File: src/hdl/ihpo_pkg.sv
// Shared types, constants and helpers for the identifier hash port offset block.
package ihpo_pkg;

  localparam int unsigned DEFAULT_MAX_ID_LEN = 64;
  localparam int unsigned DEFAULT_QUEUE_DEPTH = 4;

  localparam logic [31:0] FNV_BASIS = 32'h811C_9DC5;
  localparam logic [31:0] FNV_PRIME = 32'h0100_0193;

  localparam logic [9:0] PORT_MOD = 10'd999;
  localparam int unsigned MOD_SHIFT = 42;
  localparam logic [32:0] MOD_RECIP = 33'((64'd1 << MOD_SHIFT) / 64'(PORT_MOD));
  localparam int unsigned QUOT_W = 65 - MOD_SHIFT;
  localparam int unsigned REM_W = 11;

  localparam logic [7:0] CHAR_DASH = 8'h2D;
  localparam logic [7:0] CHAR_UNDERSCORE = 8'h5F;
  localparam logic [7:0] CHAR_DOT = 8'h2E;
  localparam logic [7:0] CHAR_LOWER_A = 8'h61;
  localparam logic [7:0] CHAR_LOWER_Z = 8'h7A;
  localparam logic [7:0] CHAR_UPPER_A = 8'h41;
  localparam logic [7:0] CHAR_UPPER_Z = 8'h5A;
  localparam logic [7:0] CHAR_DIGIT_0 = 8'h30;
  localparam logic [7:0] CHAR_DIGIT_9 = 8'h39;

  typedef struct packed {
    logic [7:0] id_byte;
    logic       is_end;
    logic       bad;
  } ihpo_item_t;

  typedef struct packed {
    logic [31:0] hash;
    logic        ok;
  } ihpo_res_t;

  function automatic logic char_allowed(input logic [7:0] c);
    logic ok;
    ok = (c >= CHAR_LOWER_A && c <= CHAR_LOWER_Z) ||
         (c >= CHAR_UPPER_A && c <= CHAR_UPPER_Z) ||
         (c >= CHAR_DIGIT_0 && c <= CHAR_DIGIT_9) ||
         c == CHAR_DASH || c == CHAR_UNDERSCORE || c == CHAR_DOT;
    return ok;
  endfunction

endpackage

File: src/hdl/id_hash_port_offset.sv
// Top level of the identifier hash port offset block.
//
// Input channel: in_valid_i / in_stall_o with id_byte_i and is_end_i. Each
// transfer with is_end_i low adds one character; a transfer with is_end_i high
// closes the identifier and yields exactly one result.
// Output channel: out_valid_o / out_stall_i with port_offset_o and id_valid_o.
// port_offset_o is the FNV-1a hash mod 999 plus 1, or 0 with id_valid_o low
// when the id was empty, too long or held a disallowed character.
// Throughput: one input transfer per cycle while in_stall_o is low; the back
// end updates the hash for each character it pops. When nothing stalls, the
// result of a terminator passes through the queue, the s1 and s2 stages of the
// reciprocal-multiply modulo pipeline, then the output register.
// While out_stall_i is high the result holds and the pipeline fills; the
// queue then fills and in_stall_o rises only once it is full.
// Reset clears the queue, the pipeline and the hash state to the FNV offset
// basis; the block takes input in the first cycle after reset.
module id_hash_port_offset #(
  parameter int unsigned MAX_ID_LEN = ihpo_pkg::DEFAULT_MAX_ID_LEN,
  parameter int unsigned QUEUE_DEPTH = ihpo_pkg::DEFAULT_QUEUE_DEPTH
) (
  input  logic       clk_i,
  input  logic       rst_ni,
  input  logic       in_valid_i,
  output logic       in_stall_o,
  input  logic [7:0] id_byte_i,
  input  logic       is_end_i,
  output logic       out_valid_o,
  input  logic       out_stall_i,
  output logic [9:0] port_offset_o,
  output logic       id_valid_o
);
  import ihpo_pkg::*;

  logic push, q_full, q_valid, q_pop, res_valid, res_ready;
  ihpo_item_t push_item, q_item;
  ihpo_res_t res;

  ihpo_front u_front (
    .in_valid_i (in_valid_i),
    .in_stall_o (in_stall_o),
    .id_byte_i  (id_byte_i),
    .is_end_i   (is_end_i),
    .q_full_i   (q_full),
    .push_o     (push),
    .push_item_o(push_item)
  );

  ihpo_fifo #(
    .DEPTH(QUEUE_DEPTH)
  ) u_fifo (
    .clk_i      (clk_i),
    .rst_ni     (rst_ni),
    .push_i     (push),
    .push_item_i(push_item),
    .full_o     (q_full),
    .pop_i      (q_pop),
    .valid_o    (q_valid),
    .head_o     (q_item)
  );

  ihpo_back #(
    .MAX_ID_LEN(MAX_ID_LEN)
  ) u_back (
    .clk_i      (clk_i),
    .rst_ni     (rst_ni),
    .q_valid_i  (q_valid),
    .q_item_i   (q_item),
    .q_pop_o    (q_pop),
    .res_valid_o(res_valid),
    .res_ready_i(res_ready),
    .res_o      (res)
  );

  ihpo_mod u_mod (
    .clk_i        (clk_i),
    .rst_ni       (rst_ni),
    .res_valid_i  (res_valid),
    .res_ready_o  (res_ready),
    .res_i        (res),
    .out_valid_o  (out_valid_o),
    .out_stall_i  (out_stall_i),
    .port_offset_o(port_offset_o),
    .id_valid_o   (id_valid_o)
  );

endmodule

File: src/hdl/ihpo_front.sv
// Front end: takes input transfers and tags each character as allowed or not.
module ihpo_front (
  input  logic                  in_valid_i,
  output logic                  in_stall_o,
  input  logic [7:0]            id_byte_i,
  input  logic                  is_end_i,
  input  logic                  q_full_i,
  output logic                  push_o,
  output ihpo_pkg::ihpo_item_t  push_item_o
);
  import ihpo_pkg::*;

  assign in_stall_o = q_full_i;
  assign push_o = in_valid_i && !q_full_i;

  always_comb begin
    push_item_o.id_byte = id_byte_i;
    push_item_o.is_end = is_end_i;
    push_item_o.bad = !is_end_i && !char_allowed(id_byte_i);
  end

endmodule

File: src/hdl/ihpo_fifo.sv
// Short queue of classified items between front and back end.
module ihpo_fifo #(
  parameter int unsigned DEPTH = ihpo_pkg::DEFAULT_QUEUE_DEPTH
) (
  input  logic                  clk_i,
  input  logic                  rst_ni,
  input  logic                  push_i,
  input  ihpo_pkg::ihpo_item_t  push_item_i,
  output logic                  full_o,
  input  logic                  pop_i,
  output logic                  valid_o,
  output ihpo_pkg::ihpo_item_t  head_o
);
  import ihpo_pkg::*;

  localparam int unsigned PTR_W = (DEPTH > 1) ? $clog2(DEPTH) : 1;
  localparam int unsigned CNT_W = $clog2(DEPTH + 1);

  ihpo_item_t mem_q [DEPTH];
  logic [PTR_W-1:0] wr_ptr_q, wr_ptr_d, rd_ptr_q, rd_ptr_d;
  logic [CNT_W-1:0] count_q, count_d;
  logic do_pop;

  assign full_o = count_q == CNT_W'(DEPTH);
  assign valid_o = count_q != '0;
  assign head_o = mem_q[rd_ptr_q];
  assign do_pop = pop_i && valid_o;

  always_comb begin
    wr_ptr_d = wr_ptr_q;
    rd_ptr_d = rd_ptr_q;
    count_d = count_q;
    if (push_i) begin
      wr_ptr_d = (wr_ptr_q == PTR_W'(DEPTH - 1)) ? '0 : wr_ptr_q + PTR_W'(1);
    end
    if (do_pop) begin
      rd_ptr_d = (rd_ptr_q == PTR_W'(DEPTH - 1)) ? '0 : rd_ptr_q + PTR_W'(1);
    end
    if (push_i && !do_pop) begin
      count_d = count_q + CNT_W'(1);
    end else if (!push_i && do_pop) begin
      count_d = count_q - CNT_W'(1);
    end
  end

  always_ff @(posedge clk_i) begin
    if (push_i) begin
      mem_q[wr_ptr_q] <= push_item_i;
    end
  end

  always_ff @(posedge clk_i or negedge rst_ni) begin
    if (!rst_ni) begin
      wr_ptr_q <= '0;
      rd_ptr_q <= '0;
      count_q <= '0;
    end else begin
      wr_ptr_q <= wr_ptr_d;
      rd_ptr_q <= rd_ptr_d;
      count_q <= count_d;
    end
  end

endmodule

File: src/hdl/ihpo_back.sv
// Back end: running FNV-1a hash, length count and bad-character flag.
module ihpo_back #(
  parameter int unsigned MAX_ID_LEN = ihpo_pkg::DEFAULT_MAX_ID_LEN
) (
  input  logic                  clk_i,
  input  logic                  rst_ni,
  input  logic                  q_valid_i,
  input  ihpo_pkg::ihpo_item_t  q_item_i,
  output logic                  q_pop_o,
  output logic                  res_valid_o,
  input  logic                  res_ready_i,
  output ihpo_pkg::ihpo_res_t   res_o
);
  import ihpo_pkg::*;

  localparam int unsigned CNT_W = $clog2(MAX_ID_LEN + 2);

  logic [31:0] hash_q, hash_d;
  logic [CNT_W-1:0] count_q, count_d;
  logic bad_q, bad_d;
  logic [31:0] mixed;

  assign res_valid_o = q_valid_i && q_item_i.is_end;
  assign q_pop_o = q_valid_i && (!q_item_i.is_end || res_ready_i);
  assign mixed = hash_q ^ {24'd0, q_item_i.id_byte};

  always_comb begin
    res_o.hash = hash_q;
    res_o.ok = count_q != '0 && count_q <= CNT_W'(MAX_ID_LEN) && !bad_q;
  end

  always_comb begin
    hash_d = hash_q;
    count_d = count_q;
    bad_d = bad_q;
    if (q_pop_o) begin
      if (q_item_i.is_end) begin
        hash_d = FNV_BASIS;
        count_d = '0;
        bad_d = 1'b0;
      end else begin
        hash_d = 32'(mixed * FNV_PRIME);
        if (count_q < CNT_W'(MAX_ID_LEN + 1)) begin
          count_d = count_q + CNT_W'(1);
        end
        bad_d = bad_q || q_item_i.bad;
      end
    end
  end

  always_ff @(posedge clk_i or negedge rst_ni) begin
    if (!rst_ni) begin
      hash_q <= FNV_BASIS;
      count_q <= '0;
      bad_q <= 1'b0;
    end else begin
      hash_q <= hash_d;
      count_q <= count_d;
      bad_q <= bad_d;
    end
  end

endmodule

File: src/hdl/ihpo_mod.sv
// Result pipeline: hash mod 999 by reciprocal multiply, then the output register.
module ihpo_mod (
  input  logic                 clk_i,
  input  logic                 rst_ni,
  input  logic                 res_valid_i,
  output logic                 res_ready_o,
  input  ihpo_pkg::ihpo_res_t  res_i,
  output logic                 out_valid_o,
  input  logic                 out_stall_i,
  output logic [9:0]           port_offset_o,
  output logic                 id_valid_o
);
  import ihpo_pkg::*;

  logic s1_valid_q, s2_valid_q, out_valid_q;
  logic s1_ready, s2_ready, out_ready;
  logic [QUOT_W-1:0] s1_quot_q;
  logic [31:0] s1_hash_q;
  logic s1_ok_q;
  logic [REM_W-1:0] s2_rem_q;
  logic s2_ok_q;
  logic [9:0] offset_q;
  logic ok_q;
  logic [64:0] prod;
  logic [31:0] qmul, diff;
  logic [REM_W-1:0] rem_fix;

  assign out_ready = !out_valid_q || !out_stall_i;
  assign s2_ready = !s2_valid_q || out_ready;
  assign s1_ready = !s1_valid_q || s2_ready;
  assign res_ready_o = s1_ready;

  assign prod = 65'(res_i.hash) * 65'(MOD_RECIP);
  assign qmul = 32'(32'(s1_quot_q) * 32'(PORT_MOD));
  assign diff = s1_hash_q - qmul;
  assign rem_fix = (s2_rem_q >= REM_W'(PORT_MOD)) ? s2_rem_q - REM_W'(PORT_MOD) : s2_rem_q;

  assign out_valid_o = out_valid_q;
  assign port_offset_o = offset_q;
  assign id_valid_o = ok_q;

  always_ff @(posedge clk_i) begin
    if (s1_ready && res_valid_i) begin
      s1_quot_q <= prod[MOD_SHIFT +: QUOT_W];
      s1_hash_q <= res_i.hash;
      s1_ok_q <= res_i.ok;
    end
    if (s2_ready && s1_valid_q) begin
      s2_rem_q <= diff[REM_W-1:0];
      s2_ok_q <= s1_ok_q;
    end
    if (out_ready && s2_valid_q) begin
      offset_q <= s2_ok_q ? 10'(rem_fix) + 10'd1 : 10'd0;
      ok_q <= s2_ok_q;
    end
  end

  always_ff @(posedge clk_i or negedge rst_ni) begin
    if (!rst_ni) begin
      s1_valid_q <= 1'b0;
      s2_valid_q <= 1'b0;
      out_valid_q <= 1'b0;
    end else begin
      if (s1_ready) begin
        s1_valid_q <= res_valid_i;
      end
      if (s2_ready) begin
        s2_valid_q <= s1_valid_q;
      end
      if (out_ready) begin
        out_valid_q <= s2_valid_q;
      end
    end
  end

endmodule

File: config.mk
export PLATFORM = sky130hd
export DESIGN_NAME = id_hash_port_offset
export DESIGN_NICKNAME = d
export VERILOG_FILES = /design/src/hdl/ihpo_pkg.sv /design/src/hdl/id_hash_port_offset.sv /design/src/hdl/ihpo_front.sv /design/src/hdl/ihpo_fifo.sv /design/src/hdl/ihpo_back.sv /design/src/hdl/ihpo_mod.sv
export SDC_FILE = /design/constraint.sdc
export NUM_CORES = 1
export LEC_CHECK = 0
export ABC_AREA = 1
export BUFFER_PORTS_ARGS = -buffer_cell sky130_fd_sc_hd__buf_2
export CORE_MARGIN = 2
export CORE_UTILIZATION = 65
export CTS_BUF_LIST = sky130_fd_sc_hd__clkbuf_8
export CTS_CLUSTER_DIAMETER = 30
export DETAILED_ROUTE_END_ITERATION = 7
export PLACE_DENSITY = 0.82
export SLEW_MARGIN = 20
export SYNTH_ARGS = -nofsm -noshare
export SYNTH_HDL_FRONTEND = slang
export SYNTH_SLANG_ARGS = --single-unit
File: constraint.sdc
create_clock -name clk_i -period 9.61 [get_ports clk_i]
set_clock_uncertainty 0.1 [all_clocks]
set_input_delay 0.4805 -clock clk_i [delete_from_list [all_inputs] [get_ports clk_i]]
set_output_delay 0.4805 -clock clk_i [all_outputs]
set_load 0.05 [all_outputs]
Word level (Yosys, flattened, before mapping)

Memories as Yosys holds them, arrays and structs flattened.
Cells that the tools add are included.

Register bits: 108
Bits in writable memories: 40
Logic and storage cells: 96
Memories kept: 1

Memories:

| name         | depth | width | read ports | clocked after Yosys merged registers in | wr ports | RTL line        | text |
|---|---|---|---|---|---|---|---|
| u_fifo.mem_q | 4     | 10    | 1          | 0                                       | 1        | ihpo_fifo.sv:19 | `ihpo_item_t mem_q [DEPTH];` |

$add $sub $neg: 8
$mul: 3
Magnitude comparators: 9
Equal/unequal tests: 6
Mux-type cells: 11
Bitwise operators: 1
Reductions and logical operators: 41

Operators with widths:

| operator                 | number |
|---|---|
| $mul A32 B27 Y59 const B | 1 |
| $mul A32 B25 Y32 const B | 1 |
| $mux W32                 | 1 |
| $xor A32 B8 Y32          | 1 |
| $mul A23 B10 Y11 const B | 1 |
| $eq A8 B6 Y1 const B     | 2 |
| $ge A8 B7 Y1 const B     | 2 |
| $le A8 B7 Y1 const B     | 2 |
| $logic_and A1 B1 Y1      | 15 |
| $mux W7                  | 2 |
| $ge A11 B10 Y1 const B   | 1 |
| $logic_not A1 Y1         | 11 |
| $sub A11 B11 Y11         | 1 |
| $add A10 B1 Y10 const B  | 1 |
| $logic_or A1 B1 Y1       | 10 |
| $mux W10                 | 1 |
| $sub A10 B10 Y10 const B | 1 |
| $eq A8 B7 Y1 const B     | 1 |
| $ge A8 B6 Y1 const B     | 1 |
| $le A8 B6 Y1 const B     | 1 |
| $add A7 B1 Y7 const B    | 1 |
| $le A7 B7 Y1 const B     | 1 |
| $lt A7 B7 Y1 const B     | 1 |
| $reduce_bool A7 Y1       | 1 |
| other kinds (11)         | 18 |

Depth between registers and ports, before layout

Word-level depth: 10
Depth in mapped cells: 33

Hierarchy

A second synthesis with hierarchy kept.

Cell total of the unflattened synthesis: 2650
Area total of the unflattened synthesis: 23545.1 µm²

Modules (own cells, without submodules):

| module     | times used | cells an instance | area an instance (µm²) |
|---|---|---|---|
| ihpo_mod   | 1          | 1498              | 13566.8 |
| ihpo_back  | 1          | 942               | 7737.4 |
| ihpo_fifo  | 1          | 171               | 2047.0 |
| ihpo_front | 1          | 39                | 193.9 |

Least setup slack after synthesis

No wires, ideal clock.

Path type: reg2reg
Start: register u_back.hash_q[18]
End: register u_mod.s1_quot_q[6] (data pin)
Arrival: 5.304 ns
Required time: 9.257 ns
Setup slack: 3.953 ns
Cell stages (with the launch flop): 20
Period minus slack after synthesis: 5.657 ns
Path through: dfstp_2 ha_1 fa_1 inv_1 fa_1 inv_1 fa_1 fa_1 fa_1 inv_1 fa_1 inv_1 ha_1 nand2_1 nor2_1 inv_1 nor4_1 o21ai_0 nand4_1 nand2_1

Cells in the longest elaborated chain, start to end: 1

Ends and longest elaborated chain:

| item                     | RTL line        | text |
|---|---|---|
| start, declared          | ihpo_back.sv:18 | `logic [31:0] hash_q, hash_d;` |
| start signal, assigned   | ihpo_back.sv:57 | `hash_q <= hash_d;` |
| $mul A32 B27 Y59         | ihpo_mod.sv:33  | `assign prod = 65'(res_i.hash) * 65'(MOD_RECIP);` |
| named net u_mod.prod[48] | ihpo_mod.sv:24  | `logic [64:0] prod;` |
| end signal, assigned     | ihpo_mod.sv:44  | `s1_quot_q <= prod[MOD_SHIFT +: QUOT_W];` |
| end, declared            | ihpo_mod.sv:17  | `logic [QUOT_W-1:0] s1_quot_q;` |

The timed path passes the listed nets, and every way through them passes these cells.
A chain may end at the register's enable or synchronous reset.

Worst setup path in the final report

Start: register u_fifo.rd_ptr_q[0]
End: register u_back.hash_q[23]

Cells in the longest elaborated chain, start to end: 4

Ends and longest elaborated chain:

| item                                                          | RTL line                         | text |
|---|---|---|
| start, declared                                               | ihpo_fifo.sv:20                  | `logic [PTR_W-1:0] wr_ptr_q, wr_ptr_d, rd_ptr_q, rd_ptr_d;` |
| start signal, assigned                                        | ihpo_fifo.sv:59                  | `rd_ptr_q <= rd_ptr_d;` |
| $mem_v2 Z4 W10 (*)                                            | --                               |  |
| $xor A32 B8 Y32 / $logic_not A1 Y1 (equally long branches)    | ihpo_back.sv:25, ihpo_back.sv:24 |  |
| $mul A32 B25 Y32 / $logic_or A1 B1 Y1 (equally long branches) | ihpo_back.sv:42, ihpo_back.sv:24 |  |
| $mux W32 / $logic_and A1 B1 Y1 (equally long branches)        | ihpo_back.sv:37, ihpo_back.sv:24 |  |

Every way passes the cells marked *; elsewhere a longest branch is shown, timed or not.

==> impl_metrics.py <==
metrics = {
    "clocking": {
        "postCtsResizedCells": 0,
        "htreeDepth": 4,
        "cts-buffers-inserted": 17,
        "clk_pin_slew_worst_paths_ns": 0.11,
        "postCtsSetupRepairBufs": 0,
        "cts_buffer_depth": 2,
        "numClockSinks": 136,
        "cts_hold_buffers": 0,
        "later_pin_clock_latency_in_the_skew_report_ns": 0.49,
        "cts_root_buf": "clkbuf_8",
        "cts_tree": "done",
    },
    "floorplanning": {
        "dieArea_um2": 37000,
        "pin_count": 26,
        "die_h_um": 192,
        "fp.dieW_um": 192,
        "start_util": 0.655,
        "placeableCoreArea_um2": 35200,
        "rows": 69,
    },
    "hold_path": {
        "holdCritPathClass": "primary input to async pin",
    },
    "routing": {
        "total_via_count_in_the_routed_design": 17766,
        "via_cell_ratio": 5.69,
        "drt_iter0_drcs": 1145,
        "average_detailed_routed_wire_length_per_instance_um": 19.4,
        "drt-pass1-iter-count": 5,
        "ant_nets": 0,
        "remaining_drc_errors": 0,
        "drt_wl_total_mm": 60.7,
    },
    "layout": {
        "area.growth.synth_to_final_pct": 4.61,
        "mostFrequentLayoutCell": "inv_1",
        "most_used_cells_in_the_layout_excluding_fill_and_tap_cells": "inv_1 (680), ha_1 (486), nand2_1 (353)",
        "finalInstanceArea_um2": 24100,
        "multi_input_logic_area_um2": 16600,
        "final_layout_size_suffix_gt1_frac": 0.0406,
        "nFillCells": 2709,
        "area.sequential_um2": 3850,
        "num-nets-final": 3416,
    },
    "synth": {
        "synth.ff_latch_count": 136,
        "synth.net_count": 3379,
        "synth_async_sr_flop_share": 0.368,
        "synth-edff-count": 86,
        "synthDistinctLibCells": 52,
        "syn_inst": 2608,
        "post_synth_instance_area_um2": 23100,
        "synthFlopType": "edfxtp_1",
        "synth-seq-area-share": 0.167,
        "average_footprint_of_a_synthesized_cell_um2": 8.85,
        "ys.warnings.count": 0,
    },
    "timing": {
        "report.final.slew_viol_count": 0,
        "max_clock_freq_mhz": 138,
        "final_period_minus_worst_setup_slack_ns": 7.23,
        "final_min_period_over_clock_period": 0.753,
        "timing.final.setup_violations": 0,
        "grt_setup_unrepaired": "no",
        "finalHoldViolations": 0,
        "relSlewSlack": 0.313,
        "worst-slew-pin-transition_ns": 1.03,
        "fin_tns_setup_ns": 0,
    },
    "placement": {
        "placement.io_buffers": 25,
        "dp_hpwl_mm": 51.3,
        "gp_congestion": 1.00,
        "place_area_um2": 23800,
    },
    "setup_path": {
        "worst_ep_required_time_ns": 9.86,
        "criticalPathCategory": "register to register",
        "startpoint_type": "register",
        "worstPathArrival_ns": 7.48,
        "crit_fanout": 23,
        "worstSetupEndpointType": "register",
    },
    "global_routing": {
        "groute.usage.overall": 0.345,
        "grt_pass1_vias": 18759,
        "antenna_found_initial": 0,
        "grt_start_max_net_pins": 51,
        "grt.overflow.total": 0,
        "grt_first_pass_wirelength_mm": 97.2,
    },
    "outcome": {
        "run_status": "completed",
    },
    "job": {
        "drv.max_cap_violation_count": 0,
    },
}
-- through the flow --
step,std cells,setup slack (ns),util,hold slack [ns]
finish,3120,2.38,0.685,0.0304
global route,3119,1.92,0.685,0.0715
CTS,3119,2.51,0.685,0.0413
detailed placement,3087,2.61,0.675,0.305
global placement,3087,2.59,0.675,0.307
floorplan,2608,3.95,-,0.0849
-- cell type report --
class | instances | area share
multi-input cells | 1775 | 0.688
clock inverters | 15 | 0.00580
diodes | 1 | 0.000104
repair buffers | 31 | 0.00705
clock buffers | 17 | 0.00969
well taps | 461 | 0.0239
inverters | 684 | 0.106
flip-flops and latches | 136 | 0.160
-- Yosys cell counts (all sizes together), types with 14 or more instances --
master | n | area share
o22ai | 20 | 0.0054
o21ai | 97 | 0.021
edfxtp | 86 | 0.11
nand2 | 364 | 0.061
dfstp | 14 | 0.016
a21oi | 107 | 0.023
xor2 | 49 | 0.019
o21bai | 17 | 0.0055
nand4 | 19 | 0.0051
xnor2 | 20 | 0.0076
inv | 683 | 0.11
nor3 | 18 | 0.0046
nor2 | 152 | 0.026
ha | 486 | 0.26
dfrtp | 36 | 0.039
nand3 | 80 | 0.018
fa | 272 | 0.24
-- critical path: stages, from the launching register on --
cell	delay, ns
dfrtp_1	0.81
inv_2	0.33
o21ai_0	0.25
o22ai_1	0.11
xor2_1	0.65
ha_1	0.38
ha_1	0.34
fa_1	0.54
ha_1	0.23
fa_1	0.50
ha_1	0.31
inv_1	0.06
fa_1	0.53
inv_1	0.05
ha_1	0.36
a21oi_1	0.28
o21a_1	0.22
nand2_1	0.06
nand2_1	0.08
nand3b_1	0.11
o21ai_0	0.60
o21ai_0	0.20
-- flip-flops by register name, indices dropped and copies added (netlist names), 2 cells and up --
name,flops
u_mod.s2_rem_q,11
u_mod.port_offset_o,10
u_mod.s1_hash_q,11
u_fifo.rd_ptr_q,2
u_fifo.wr_ptr_q,2
u_fifo.count_q,3
u_fifo.mem_q,40
u_back.count_q,7
u_mod.s1_quot_q,11
u_back.hash_q,32
-- layer usage --
layer	track usage	vias up	part of all wire
li1	-	8323	-
met3	0.0658	204	0.067
met4	0.165	0	0.054
met1	0.439	8577	0.41
met2	0.569	662	0.47
met5	0	-	0
-- final timing paths --
| path | slack, ns | endpoint | start | cells past startpoint |
|---|---|---|---|---|
| max | 2.38 | u_back.hash_q[23] | u_fifo.rd_ptr_q[0] | 21 |
| min | 0.03 | u_mod.out_valid_o | rst_ni | 2 |
| max reg2reg | 2.38 | u_back.hash_q[23] | u_fifo.rd_ptr_q[0] | 21 |
| min reg2reg | 0.32 | u_mod.s2_ok_q | u_mod.s1_ok_q | 0 |
| max in group asynchronous | 8.88 | u_back.hash_q[14] | rst_ni | 2 |
| min in group clk_i | 0.14 | u_fifo.mem_q[0][1] | is_end_i | 1 |
-- cell families after synthesis --
group,Yosys count,synth area share
adder cells (fa/ha/maj),758,0.499
buffers and inverters,697,0.114
AND/OR/NAND/NOR,657,0.122
AO/OA/AOI/OAI,291,0.0713
flip-flops,136,0.167
XOR/XNOR,69,0.0262
Power is left out: the tool's default activity adds up to more than one toggle a clock period on the data nets, which glitch-free logic cannot reach.
